`config.mk`:
```
export PLATFORM = sky130hd
export DESIGN_NAME = kruskal_minimum_spanning_tree
export DESIGN_NICKNAME = d
export VERILOG_FILES = /design/src/hdl/kmst_pkg.sv /design/src/hdl/kruskal_minimum_spanning_tree.sv
export SDC_FILE = /design/constraint.sdc
export NUM_CORES = 2
export LEC_CHECK = 0
export BUFFER_PORTS_ARGS = -buffer_cell sky130_fd_sc_hd__buf_2
export CORE_MARGIN = 1
export CORE_UTILIZATION = 37
export CTS_BUF_LIST = sky130_fd_sc_hd__clkbuf_4 sky130_fd_sc_hd__clkbuf_8
export DETAILED_ROUTE_END_ITERATION = 6
export GPL_TIMING_DRIVEN = 0
export MAX_ROUTING_LAYER = met4
export PLACE_DENSITY = 0.56
export SETUP_SLACK_MARGIN = 0.15
export SYNTH_ARGS = -nofsm -noshare
export SYNTH_HDL_FRONTEND = slang
export SYNTH_SLANG_ARGS = --single-unit
```
`constraint.sdc`:
```
create_clock -name clk -period 13.67 [get_ports clk]
set_clock_uncertainty 0.2 [all_clocks]
set_input_delay 2.734 -clock clk [delete_from_list [all_inputs] [get_ports clk]]
set_output_delay 2.734 -clock clk [all_outputs]
set_load 0.02 [all_outputs]
```
`src/hdl/kmst_pkg.sv`:
```
// kmst_pkg: types and constants for the kruskal spanning tree block
// no dependencies
`default_nettype none
package kmst_pkg;

  localparam int DEF_MAX_VERTICES = 16;
  localparam int DEF_MAX_EDGES    = 64;

  localparam logic [19:0] TOTAL_MAX = 20'hFFFFF;

  localparam logic KIND_EDGE    = 1'b0;
  localparam logic KIND_SUMMARY = 1'b1;

  typedef enum logic [3:0] {
    S_IDLE,
    S_INS_RD,
    S_INS_CMP,
    S_RUN_INIT,
    S_RUN_RD,
    S_RUN_LATCH,
    S_FIND_U,
    S_FIND_V,
    S_SUMMARY
  } state_t;

endpackage
`default_nettype wire

```
`src/hdl/kruskal_minimum_spanning_tree.sv`:
```
// kruskal_minimum_spanning_tree: edge store kept sorted on arrival, union-find run on last edge
// depends on kmst_pkg
//
// channel   direction  handshake                 payload
// edge      in         start & !busy             edge_u edge_v weight last_edge
// result    out        strobe (one cycle)        kind tree_u tree_v tree_weight
//                                                total_weight dropped last
// cfg       in         cfg_valid & cfg_ready     cfg_data (num_vertices)
//
// an edge is inserted into the sorted store from the back: each stored edge with a larger key
// is read, compared and shifted up one place, until the front or a key no larger than its own
// a run clears the parent valid bits, then per stored edge reads it, latches it and walks the
// parent memory to the roots of u and v, then sends the summary; each compare waits on the
// registered edge store read port and each walk step on the registered parent memory read port
// no clearing pass after reset; the receiver cannot stall, results are never held back
`default_nettype none
module kruskal_minimum_spanning_tree #(
  parameter int MAX_VERTICES = kmst_pkg::DEF_MAX_VERTICES,
  parameter int MAX_EDGES    = kmst_pkg::DEF_MAX_EDGES
) (
  input  wire logic        clk,
  input  wire logic        rst,
  input  wire logic        start,
  output logic             busy,
  input  wire logic [3:0]  edge_u,
  input  wire logic [3:0]  edge_v,
  input  wire logic [15:0] weight,
  input  wire logic        last_edge,
  input  wire logic        cfg_valid,
  output logic             cfg_ready,
  input  wire logic [4:0]  cfg_data,
  output logic             strobe,
  output logic             kind,
  output logic [3:0]       tree_u,
  output logic [3:0]       tree_v,
  output logic [15:0]      tree_weight,
  output logic [19:0]      total_weight,
  output logic             dropped,
  output logic             last
);

  localparam int AW = (MAX_EDGES > 1) ? $clog2(MAX_EDGES) : 1;
  localparam int CW = $clog2(MAX_EDGES + 1);
  localparam int VW = $clog2(MAX_VERTICES);

  kmst_pkg::state_t state, state_next;

  logic [4:0]    num_vertices;
  logic [CW-1:0] count, count_next;
  logic          drop, drop_next;
  logic          go, go_next;
  logic [23:0]   key, key_next;
  logic [AW-1:0] j, j_next;
  logic [AW-1:0] idx, idx_next;
  logic [23:0]   cur, cur_next;
  logic [VW-1:0] x, x_next;
  logic [VW-1:0] ru, ru_next;
  logic [19:0]   total, total_next;

  logic [23:0]   store [MAX_EDGES];
  logic [23:0]   srd;
  logic          s_we;
  logic [AW-1:0] s_waddr, s_raddr;
  logic [23:0]   s_wdata;

  logic [VW-1:0]           par [MAX_VERTICES];
  logic [MAX_VERTICES-1:0] pvalid;
  logic [VW-1:0]           prd;
  logic                    prv;
  logic [VW-1:0]           p_raddr;
  logic                    p_we;
  logic                    p_clr;

  logic          accept;
  logic          u_bad, v_bad, in_range, keep;
  logic [VW-1:0] p;
  logic [20:0]   sum;

  logic          o_strobe, o_kind, o_last;
  logic [3:0]    o_u, o_v;
  logic [15:0]   o_w;
  logic [19:0]   o_total;

  assign busy      = (state != kmst_pkg::S_IDLE);
  assign cfg_ready = !busy;
  assign accept    = start && !busy;

  // vertex range check, zero register acts as one
  assign u_bad = ((5'(edge_u) >= num_vertices) && !(num_vertices == 5'd0 && edge_u == 4'd0))
                 || (int'(edge_u) >= MAX_VERTICES);
  assign v_bad = ((5'(edge_v) >= num_vertices) && !(num_vertices == 5'd0 && edge_v == 4'd0))
                 || (int'(edge_v) >= MAX_VERTICES);
  assign in_range = !u_bad && !v_bad;
  assign keep     = in_range && (edge_u != edge_v) && (count != CW'(MAX_EDGES));

  assign p   = prv ? prd : x;
  assign sum = {1'b0, total} + {5'd0, cur[23:8]};

  always_comb begin
    state_next = state;
    unique case (state)
      kmst_pkg::S_IDLE: begin
        if (accept) begin
          if (keep) state_next = kmst_pkg::S_INS_RD;
          else if (last_edge) state_next = kmst_pkg::S_RUN_INIT;
        end
      end
      kmst_pkg::S_INS_RD: begin
        if (j == '0) state_next = go ? kmst_pkg::S_RUN_INIT : kmst_pkg::S_IDLE;
        else state_next = kmst_pkg::S_INS_CMP;
      end
      kmst_pkg::S_INS_CMP: begin
        if (srd > key) state_next = kmst_pkg::S_INS_RD;
        else state_next = go ? kmst_pkg::S_RUN_INIT : kmst_pkg::S_IDLE;
      end
      kmst_pkg::S_RUN_INIT: begin
        state_next = (count == '0) ? kmst_pkg::S_SUMMARY : kmst_pkg::S_RUN_RD;
      end
      kmst_pkg::S_RUN_RD:    state_next = kmst_pkg::S_RUN_LATCH;
      kmst_pkg::S_RUN_LATCH: state_next = kmst_pkg::S_FIND_U;
      kmst_pkg::S_FIND_U: begin
        if (p == x) state_next = kmst_pkg::S_FIND_V;
      end
      kmst_pkg::S_FIND_V: begin
        if (p == x) begin
          state_next = (CW'(idx) == count - CW'(1)) ? kmst_pkg::S_SUMMARY
                                                    : kmst_pkg::S_RUN_RD;
        end
      end
      kmst_pkg::S_SUMMARY: state_next = kmst_pkg::S_IDLE;
      default:             state_next = kmst_pkg::S_IDLE;
    endcase
  end

  always_comb begin
    count_next = count;
    drop_next  = drop;
    go_next    = go;
    key_next   = key;
    j_next     = j;
    idx_next   = idx;
    cur_next   = cur;
    x_next     = x;
    ru_next    = ru;
    total_next = total;
    s_we       = 1'b0;
    s_waddr    = j;
    s_wdata    = key;
    s_raddr    = j - AW'(1);
    p_raddr    = x;
    p_we       = 1'b0;
    p_clr      = 1'b0;
    o_strobe   = 1'b0;
    o_kind     = kmst_pkg::KIND_EDGE;
    o_u        = '0;
    o_v        = '0;
    o_w        = '0;
    o_total    = total;
    o_last     = 1'b0;
    unique case (state)
      kmst_pkg::S_IDLE: begin
        if (accept) begin
          go_next  = last_edge;
          key_next = {weight, edge_u, edge_v};
          j_next   = AW'(count);
          if (!in_range || (edge_u != edge_v && count == CW'(MAX_EDGES))) drop_next = 1'b1;
        end
      end
      kmst_pkg::S_INS_RD: begin
        if (j == '0) begin
          s_we       = 1'b1;
          s_waddr    = '0;
          count_next = count + CW'(1);
        end
      end
      kmst_pkg::S_INS_CMP: begin
        s_we = 1'b1;
        if (srd > key) begin
          s_wdata = srd;
          j_next  = j - AW'(1);
        end else begin
          count_next = count + CW'(1);
        end
      end
      kmst_pkg::S_RUN_INIT: begin
        p_clr      = 1'b1;
        idx_next   = '0;
        total_next = '0;
      end
      kmst_pkg::S_RUN_RD: begin
        s_raddr = idx;
      end
      kmst_pkg::S_RUN_LATCH: begin
        cur_next = srd;
        x_next   = VW'(srd[7:4]);
        p_raddr  = VW'(srd[7:4]);
      end
      kmst_pkg::S_FIND_U: begin
        if (p == x) begin
          ru_next = x;
          x_next  = VW'(cur[3:0]);
          p_raddr = VW'(cur[3:0]);
        end else begin
          x_next  = p;
          p_raddr = p;
        end
      end
      kmst_pkg::S_FIND_V: begin
        if (p == x) begin
          idx_next = idx + AW'(1);
          if (ru != x) begin
            p_we       = 1'b1;
            total_next = sum[20] ? kmst_pkg::TOTAL_MAX : sum[19:0];
            o_strobe   = 1'b1;
            o_u        = cur[7:4];
            o_v        = cur[3:0];
            o_w        = cur[23:8];
            o_total    = sum[20] ? kmst_pkg::TOTAL_MAX : sum[19:0];
          end
        end else begin
          x_next  = p;
          p_raddr = p;
        end
      end
      kmst_pkg::S_SUMMARY: begin
        o_strobe   = 1'b1;
        o_kind     = kmst_pkg::KIND_SUMMARY;
        o_last     = 1'b1;
        count_next = '0;
        drop_next  = 1'b0;
      end
      default: begin
      end
    endcase
  end

  always_ff @(posedge clk) begin
    if (s_we) store[s_waddr] <= s_wdata;
    srd <= store[s_raddr];
  end

  always_ff @(posedge clk) begin
    if (p_we) par[ru] <= x;
    prd <= par[p_raddr];
  end

  always_ff @(posedge clk) begin
    if (rst) begin
      pvalid <= '0;
      prv    <= 1'b0;
    end else begin
      prv <= pvalid[p_raddr];
      if (p_clr) pvalid <= '0;
      else if (p_we) pvalid[ru] <= 1'b1;
    end
  end

  always_ff @(posedge clk) begin
    if (rst) begin
      state        <= kmst_pkg::S_IDLE;
      num_vertices <= 5'd16;
      count        <= '0;
      drop         <= 1'b0;
      go           <= 1'b0;
      strobe       <= 1'b0;
    end else begin
      state  <= state_next;
      count  <= count_next;
      drop   <= drop_next;
      go     <= go_next;
      strobe <= o_strobe;
      if (cfg_valid && cfg_ready) num_vertices <= cfg_data;
    end
  end

  always_ff @(posedge clk) begin
    key          <= key_next;
    j            <= j_next;
    idx          <= idx_next;
    cur          <= cur_next;
    x            <= x_next;
    ru           <= ru_next;
    total        <= total_next;
    kind         <= o_kind;
    tree_u       <= o_u;
    tree_v       <= o_v;
    tree_weight  <= o_w;
    total_weight <= o_total;
    dropped      <= drop;
    last         <= o_last;
  end

`ifndef ASSERT_OFF
  a_strobe_busy: assert property (@(posedge clk) disable iff (rst)
    strobe |-> $past(busy)) else $error("result without a run");
  a_last_kind: assert property (@(posedge clk) disable iff (rst)
    (strobe && last) |-> (kind == kmst_pkg::KIND_SUMMARY)) else $error("last on edge result");
  a_idle_after: assert property (@(posedge clk) disable iff (rst)
    (strobe && last) |-> !busy) else $error("busy after summary");
  a_count_cap: assert property (@(posedge clk) disable iff (rst)
    int'(count) <= MAX_EDGES) else $error("edge count overflow");
`endif

endmodule
`default_nettype wire
```
# ---- After elaboration in Yosys (flattened, before gate mapping)
# Memories as Yosys holds them, arrays and structs flattened. A register that Yosys moved wholly into a read port is not among the register bits.
# Index checks and enable logic that the tools add are counted.
dict set report word_totals {
  regBits 170
  ramBits 1600
  input_bits 34
  elab_cells 147
  n_memories 2
}
# name words word_bits read_ports rd_clocked_by_memory_dff wr line_no
set memory_table {}
lappend memory_table {store 64 24 1 1 1 kruskal_minimum_spanning_tree.sv:60} ;# logic [23:0] store [MAX_EDGES];
lappend memory_table {par 16 4 1 1 1 kruskal_minimum_spanning_tree.sv:66} ;# logic [VW-1:0] par [MAX_VERTICES];
dict set report classes {
  n_addsub 5
  n_lt_le_gt_ge 6
  n_eq_ne 22
  muxes 52
  bitwise 1
  n_reduce_logical 38
}
# cell n
set op_table {}
lappend op_table {{$mux 20} 4}
lappend op_table {{$mux 24} 2}
lappend op_table {{$mux 4} 10}
lappend op_table {{$pmux 20 s2} 1}
lappend op_table {{$mux 6} 6}
lappend op_table {{$pmux 4 s8} 1}
lappend op_table {{$gt 24x24->1} 1}
lappend op_table {{$pmux 6 s2} 2}
lappend op_table {{$add 20x16->21} 1}
lappend op_table {{$pmux 7 s3} 1}
lappend op_table {{$eq 4x3->1 const B} 4}
lappend op_table {{$or 16x16->16} 1}
lappend op_table {{$mux 1} 14}
lappend op_table {{$mux 7} 2}
lappend op_table {{$ne 2x2->1 const B} 7}
lappend op_table {{$logic_not 4->1} 3}
lappend op_table {{$pmux 4 s3} 1}
lappend op_table {{$reduce_and 3->1} 4}
lappend op_table {{$logic_and 1x1->1} 11}
lappend op_table {{$ge 4x5->1} 2}
lappend op_table {{$lt 4x5->1 const B} 2}
lappend op_table {{$eq 4x2->1 const B} 2}
lappend op_table {{$ne 4x4->1} 2}
lappend op_table {{$add 7x1->7 const B} 1}
lappend op_table {{other kinds (26)} 39}

# ---- Depth between registers and ports, before layout
dict set report logic_depth {
  depth_word 11
  ltp_mapped 14
}

# ---- Worst setup path before layout
# No wires, ideal clock.
dict set report synth_timing {
  path_kind {register -> register}
  from {register key[9]}
  to {memory store[0][1] (data pin)}
  setup_ps 702
  arrival_time_ps 4645
  setup_slack_ps 8123
  path_stages_with_launch 11
  synth_period_minus_slack_ps 5547
  path_cell_list {edfxtp_1 > inv_1 > ha_1 > a21o_1 > a21o_1 > a221o_1 > a221oi_1 > a21oi_1 > clkbuf_1 > clkbuf_1 > o21ai_0}
}
dict set report synth_between {
  elab_chain_len 3
}
# item line_no
set synth_rtl {}
lappend synth_rtl {{start, declared} kruskal_minimum_spanning_tree.sv:52} ;# logic [23:0] key, key_next;
lappend synth_rtl {{start signal, assigned} kruskal_minimum_spanning_tree.sv:277} ;# key <= key_next;
lappend synth_rtl {{$gt 24x24->1} kruskal_minimum_spanning_tree.sv:178} ;# if (srd > key) begin
lappend synth_rtl {{$mux 24} kruskal_minimum_spanning_tree.sv:178}
lappend synth_rtl {{$mux 24} kruskal_minimum_spanning_tree.sv:160} ;# unique case (state)
lappend synth_rtl {{via s_wdata[1]} kruskal_minimum_spanning_tree.sv:64} ;# logic [23:0] s_wdata;
lappend synth_rtl {{end, declared} kruskal_minimum_spanning_tree.sv:60}
# The timed path passes the listed nets, and every way through them passes these cells.

# ---- Worst setup path after layout
dict set report layout_timing {
  from {register state[3]}
  to {output cfg_ready}
}
dict set report layout_between {
  elab_chain_len 2
}
# item line_no
set layout_rtl {}
lappend layout_rtl {{start, declared} kruskal_minimum_spanning_tree.sv:46} ;# kmst_pkg::state_t state, state_next;
lappend layout_rtl {{start signal, assigned} kruskal_minimum_spanning_tree.sv:260} ;# state <= kmst_pkg::S_IDLE;
lappend layout_rtl {{start signal, assigned} kruskal_minimum_spanning_tree.sv:267} ;# state <= state_next;
lappend layout_rtl {{$reduce_bool 4->1} kruskal_minimum_spanning_tree.sv:84} ;# assign busy = (state != kmst_pkg::S_IDLE);
lappend layout_rtl {{$logic_not 1->1} kruskal_minimum_spanning_tree.sv:85} ;# assign cfg_ready = !busy;
lappend layout_rtl {{end, declared} kruskal_minimum_spanning_tree.sv:30} ;# output logic cfg_ready,
# No other way between the ends.

==> impl_metrics.env <==
export IMPL_fmax_mhz=175
export IMPL_crit_path_max_fanout=10
export IMPL_ys_types=74
export IMPL_period_needed_ps=5720
export IMPL_synth_top_family_by_area="simple AND/OR/NAND/NOR gates"
export IMPL_synthSimpleGateAreaFrac_pct=16.2
export IMPL_r2r_cells=13
export IMPL_ctsResizeCount=0
export IMPL_finalCritPeriodShare_pct=41.9
export IMPL_final_layout_size_suffix_gt1_share_pct=14.8
export IMPL_final_hold_viol_count=0
export IMPL_maxSlewHeadroom_pct=6.01
export IMPL_critical_path_required_ps=10740
export IMPL_comb_power_share_pct=42.9
export IMPL_drv_cap=0
export IMPL_root_buffer="clkbuf_8"
export IMPL_ant_nets=0
export IMPL_nFillCells=17600
export IMPL_drtPass1Iterations=6
export IMPL_async_flop_share_pct=0
export IMPL_run_status="completed"
export IMPL_die_y_um=444
export IMPL_p_total_uw=20200
export IMPL_antenna_found_initial=9
export IMPL_ys_flop_type="edfxtp_1"
export IMPL_die_width_um=444
export IMPL_synth_compound_area_share_pct=4.69
export IMPL_drv_slew=0
export IMPL_drt_total_wl_um=226000
export IMPL_vdd_drop_max_uv=137
export IMPL_clock_latency_ps=1060
export IMPL_numCtsBuffers=317
export IMPL_grt_max_degree=39
export IMPL_row_count=161
export IMPL_seq_power_share_pct=33.2
export IMPL_rsz0062_at_grt="no"
export IMPL_synth_edf_count=1684
export IMPL_sw_frac_of_total_pct=43.6
export IMPL_synthXorXnorAreaFrac_pct=0.569
export IMPL_finish_net_count=6184
export IMPL_tightest_slew_ps=1410
export IMPL_grt_pass1_vias=46200
export IMPL_leakage_uw=0.0293
export IMPL_crit_path_start="state[3]$_SDFFE_PP0P_"
export IMPL_ys_warn_count=0
export IMPL_dp_hpwl_um=159000
export IMPL_die_area_um2=197000
export IMPL_critPathArrivalTime_ps=2790
export IMPL_cp_end_kind="primary output"
export IMPL_ff2ff_setup_slack_ps=8130
export IMPL_vias_per_cell=5.44
export IMPL_grt_pass1_wl_um=322000
export IMPL_synth_cells=5615
export IMPL_cts_tree="done"
export IMPL_gp_congestion=0.952
export IMPL_post_cts_buffers=0
export IMPL_postSynthRegisterBits=1798
export IMPL_syn_area_um2=72400
export IMPL_critPathLaunchType="flop"
export IMPL_r2r_start="state[1]$_SDFFE_PP0P_"
export IMPL_core_um2=193000
export IMPL_ys_seq_area_share_pct=73.0
export IMPL_setup_violations_final=0
export IMPL_synth_fa_ha_area_share_pct=0.927
export IMPL_syn_area_per_cell_um2=12.9
export IMPL_synth_mux_area_share_pct=2.26
export IMPL_cts_hold_buf=0
export IMPL_crit_type="flop to primary output"
export IMPL_synth_top_area_share_pct=69.9
export IMPL_finalSetupTns_ps=0
export IMPL_io_pins=84
export IMPL_initial_core_util_pct=37.4
export IMPL_portBuffers=82
export IMPL_synth_area_leaders="edfxtp_1 70%, nand2_1 8.0%, nand3_1 5.1%"
export IMPL_r2r_end="srd[7]$_DFF_P_"
export IMPL_cts_buffer_depth=4
export IMPL_track_usage_pct=23.1
export IMPL_pwr_density_cell_nw_per_um2=239
export IMPL_p_sw_uw=8790
export IMPL_routedWlPerCell_um=25.4
export IMPL_clkSinkCount=1798
export IMPL_vias=48200
export IMPL_synth_net_count=5702
export IMPL_yosys_area_top_type="edfxtp_1"
export IMPL_p_clk_share_pct=23.9
export IMPL_drt_iter0_markers=5536
export IMPL_cts_max_level=5
export IMPL_hold_path_class="flop to flop"
export IMPL_syn_to_final_growth_pct=16.4
export IMPL_crit_end="cfg_ready"
export IMPL_p_int_uw=11400
export IMPL_grt_ovfl_total=0
export IMPL_drc_errors=0
export IMPL_path_clk_slew_ps=60
metrics by stage:
stage | std cells | util [%] | hold slack, ps | worst slack [ps] | area (µm²)
2_1_floorplan | 5615 | - | 131 | 8120 | 72400
3_3_place_gp | 8223 | 39.3 | 147 | 1720 | 76000
3_5_place_dp | 8303 | 40.4 | 148 | 8360 | 78200
4_1_cts | 8855 | 43.5 | 157 | 7820 | 84200
5_1_grt | 8860 | 43.6 | 172 | 7730 | 84300
6_report | 8863 | 43.6 | 155 | 7950 | 84300
power by group through the flow:
stage / clock network [µW] / registers [µW] / logic (µW)
after floorplan: 0 / 6840 / 4410
after global placement: 0 / 7050 / 8090
after detailed placement: 0 / 6810 / 8460
after CTS: 4890 / 6700 / 8480
after global routing: 5120 / 6710 / 9070
final: 4820 / 6700 / 8650
Yosys cell counts, types with 16 or more instances:
master    count
o21ai_0      44
nand2_1    1534
o211ai_1     79
nand3_1     742
xor2_1       16
mux2i_1     145
o21a_1       20
ha_1         52
clkbuf_1    171
buf_2       164
a311oi_1     72
edfxtp_1   1684
and3_1      100
nand4_1      57
a32oi_1      24
dfxtp_1     114
nor3_1       18
a31oi_1      54
or3_1        27
a21o_1       21
xnor2_1      31
nor2_1      162
a211oi_1     28
a21oi_1      76
inv_1        43
per-layer routing:
layer | part of all wire (%) | track usage (%)
met5 | 0 | -
met4 | 3.8 | 8.56
met3 | 7.2 | 3.63
met2 | 46 | 35.9
met1 | 43 | 30.7
cell families after synthesis:
| group | after synthesis |
|---|---|
| buf+inv | 395 |
| xor+xnor | 47 |
| mux | 158 |
| simple gates | 2693 |
| compound gates | 471 |
| flops | 1798 |
| fa+ha+maj | 53 |
worst max-delay path, cell delays in order, from the launching register on:
cell	delay, ps
dfxtp_1	330
clkbuf_1	410
nor2_1	160
nand2_1	250
clkinv_1	320
buf_2	270
area by class of cell:
| type | count | area [µm²] | area share (%) |
|---|---|---|---|
| Multi-Input combinational cell | 3422 | 18400 | 21.9 |
| Antenna cell | 7 | 17.5 | 0.0208 |
| Clock buffer | 435 | 5350 | 6.35 |
| Inverter | 45 | 169 | 0.200 |
| Buffer | 350 | 1550 | 1.84 |
| Clock inverter | 117 | 644 | 0.765 |
| Timing Repair Buffer | 163 | 2080 | 2.47 |
| Tap cell | 2526 | 3160 | 3.75 |
| Sequential cell | 1798 | 52900 | 62.7 |
sequential cells by signal, summed over array words and instances, names as in the netlist, 5 cells and up:
name / flops
num_vertices: 5
total: 20
count: 7
key: 24
j: 6
idx: 6
store: 1536
par: 64
total_weight: 20
pvalid: 16
cur: 24
tree_weight: 16
srd: 24
layout by cell type, fill, tap and decap left out, drive strengths merged, types with 10 or more instances in the layout:
master | netlist | final
a211oi | 30 | 30
a21o | 21 | 21
a21oi | 77 | 77
a311oi | 72 | 72
a31oi | 55 | 55
a32oi | 24 | 24
and3 | 100 | 100
buf | 179 | 342
clkbuf | 171 | 606
clkinv | 1 | 106
dfxtp | 114 | 114
edfxtp | 1684 | 1684
ha | 52 | 52
inv | 44 | 46
mux2 | 10 | 10
mux2i | 147 | 147
nand2 | 1534 | 1534
nand2b | 10 | 10
nand3 | 742 | 742
nand4 | 57 | 57
nor2 | 162 | 162
nor3 | 18 | 18
o211ai | 79 | 79
o21a | 20 | 20
o21ai | 45 | 45
o221a | 11 | 11
o22a | 11 | 11
or3 | 27 | 27
xnor2 | 31 | 31
xor2 | 16 | 16
how the worst min path moves through the flow:
stage | startpoint | endpoint | slack, ps | cells past startpoint
final | drop$_SDFFE_PP0P_ | dropped$_DFF_P_ | 160 | 0
after global routing | drop$_SDFFE_PP0P_ | dropped$_DFF_P_ | 170 | 0
after CTS | drop$_SDFFE_PP0P_ | dropped$_DFF_P_ | 160 | 0
after detailed placement | drop$_SDFFE_PP0P_ | dropped$_DFF_P_ | 150 | 0
after global placement | drop$_SDFFE_PP0P_ | dropped$_DFF_P_ | 150 | 0
after floorplan | drop$_SDFFE_PP0P_ | dropped$_DFF_P_ | 130 | 0
(Power assumes the default switching activity.)
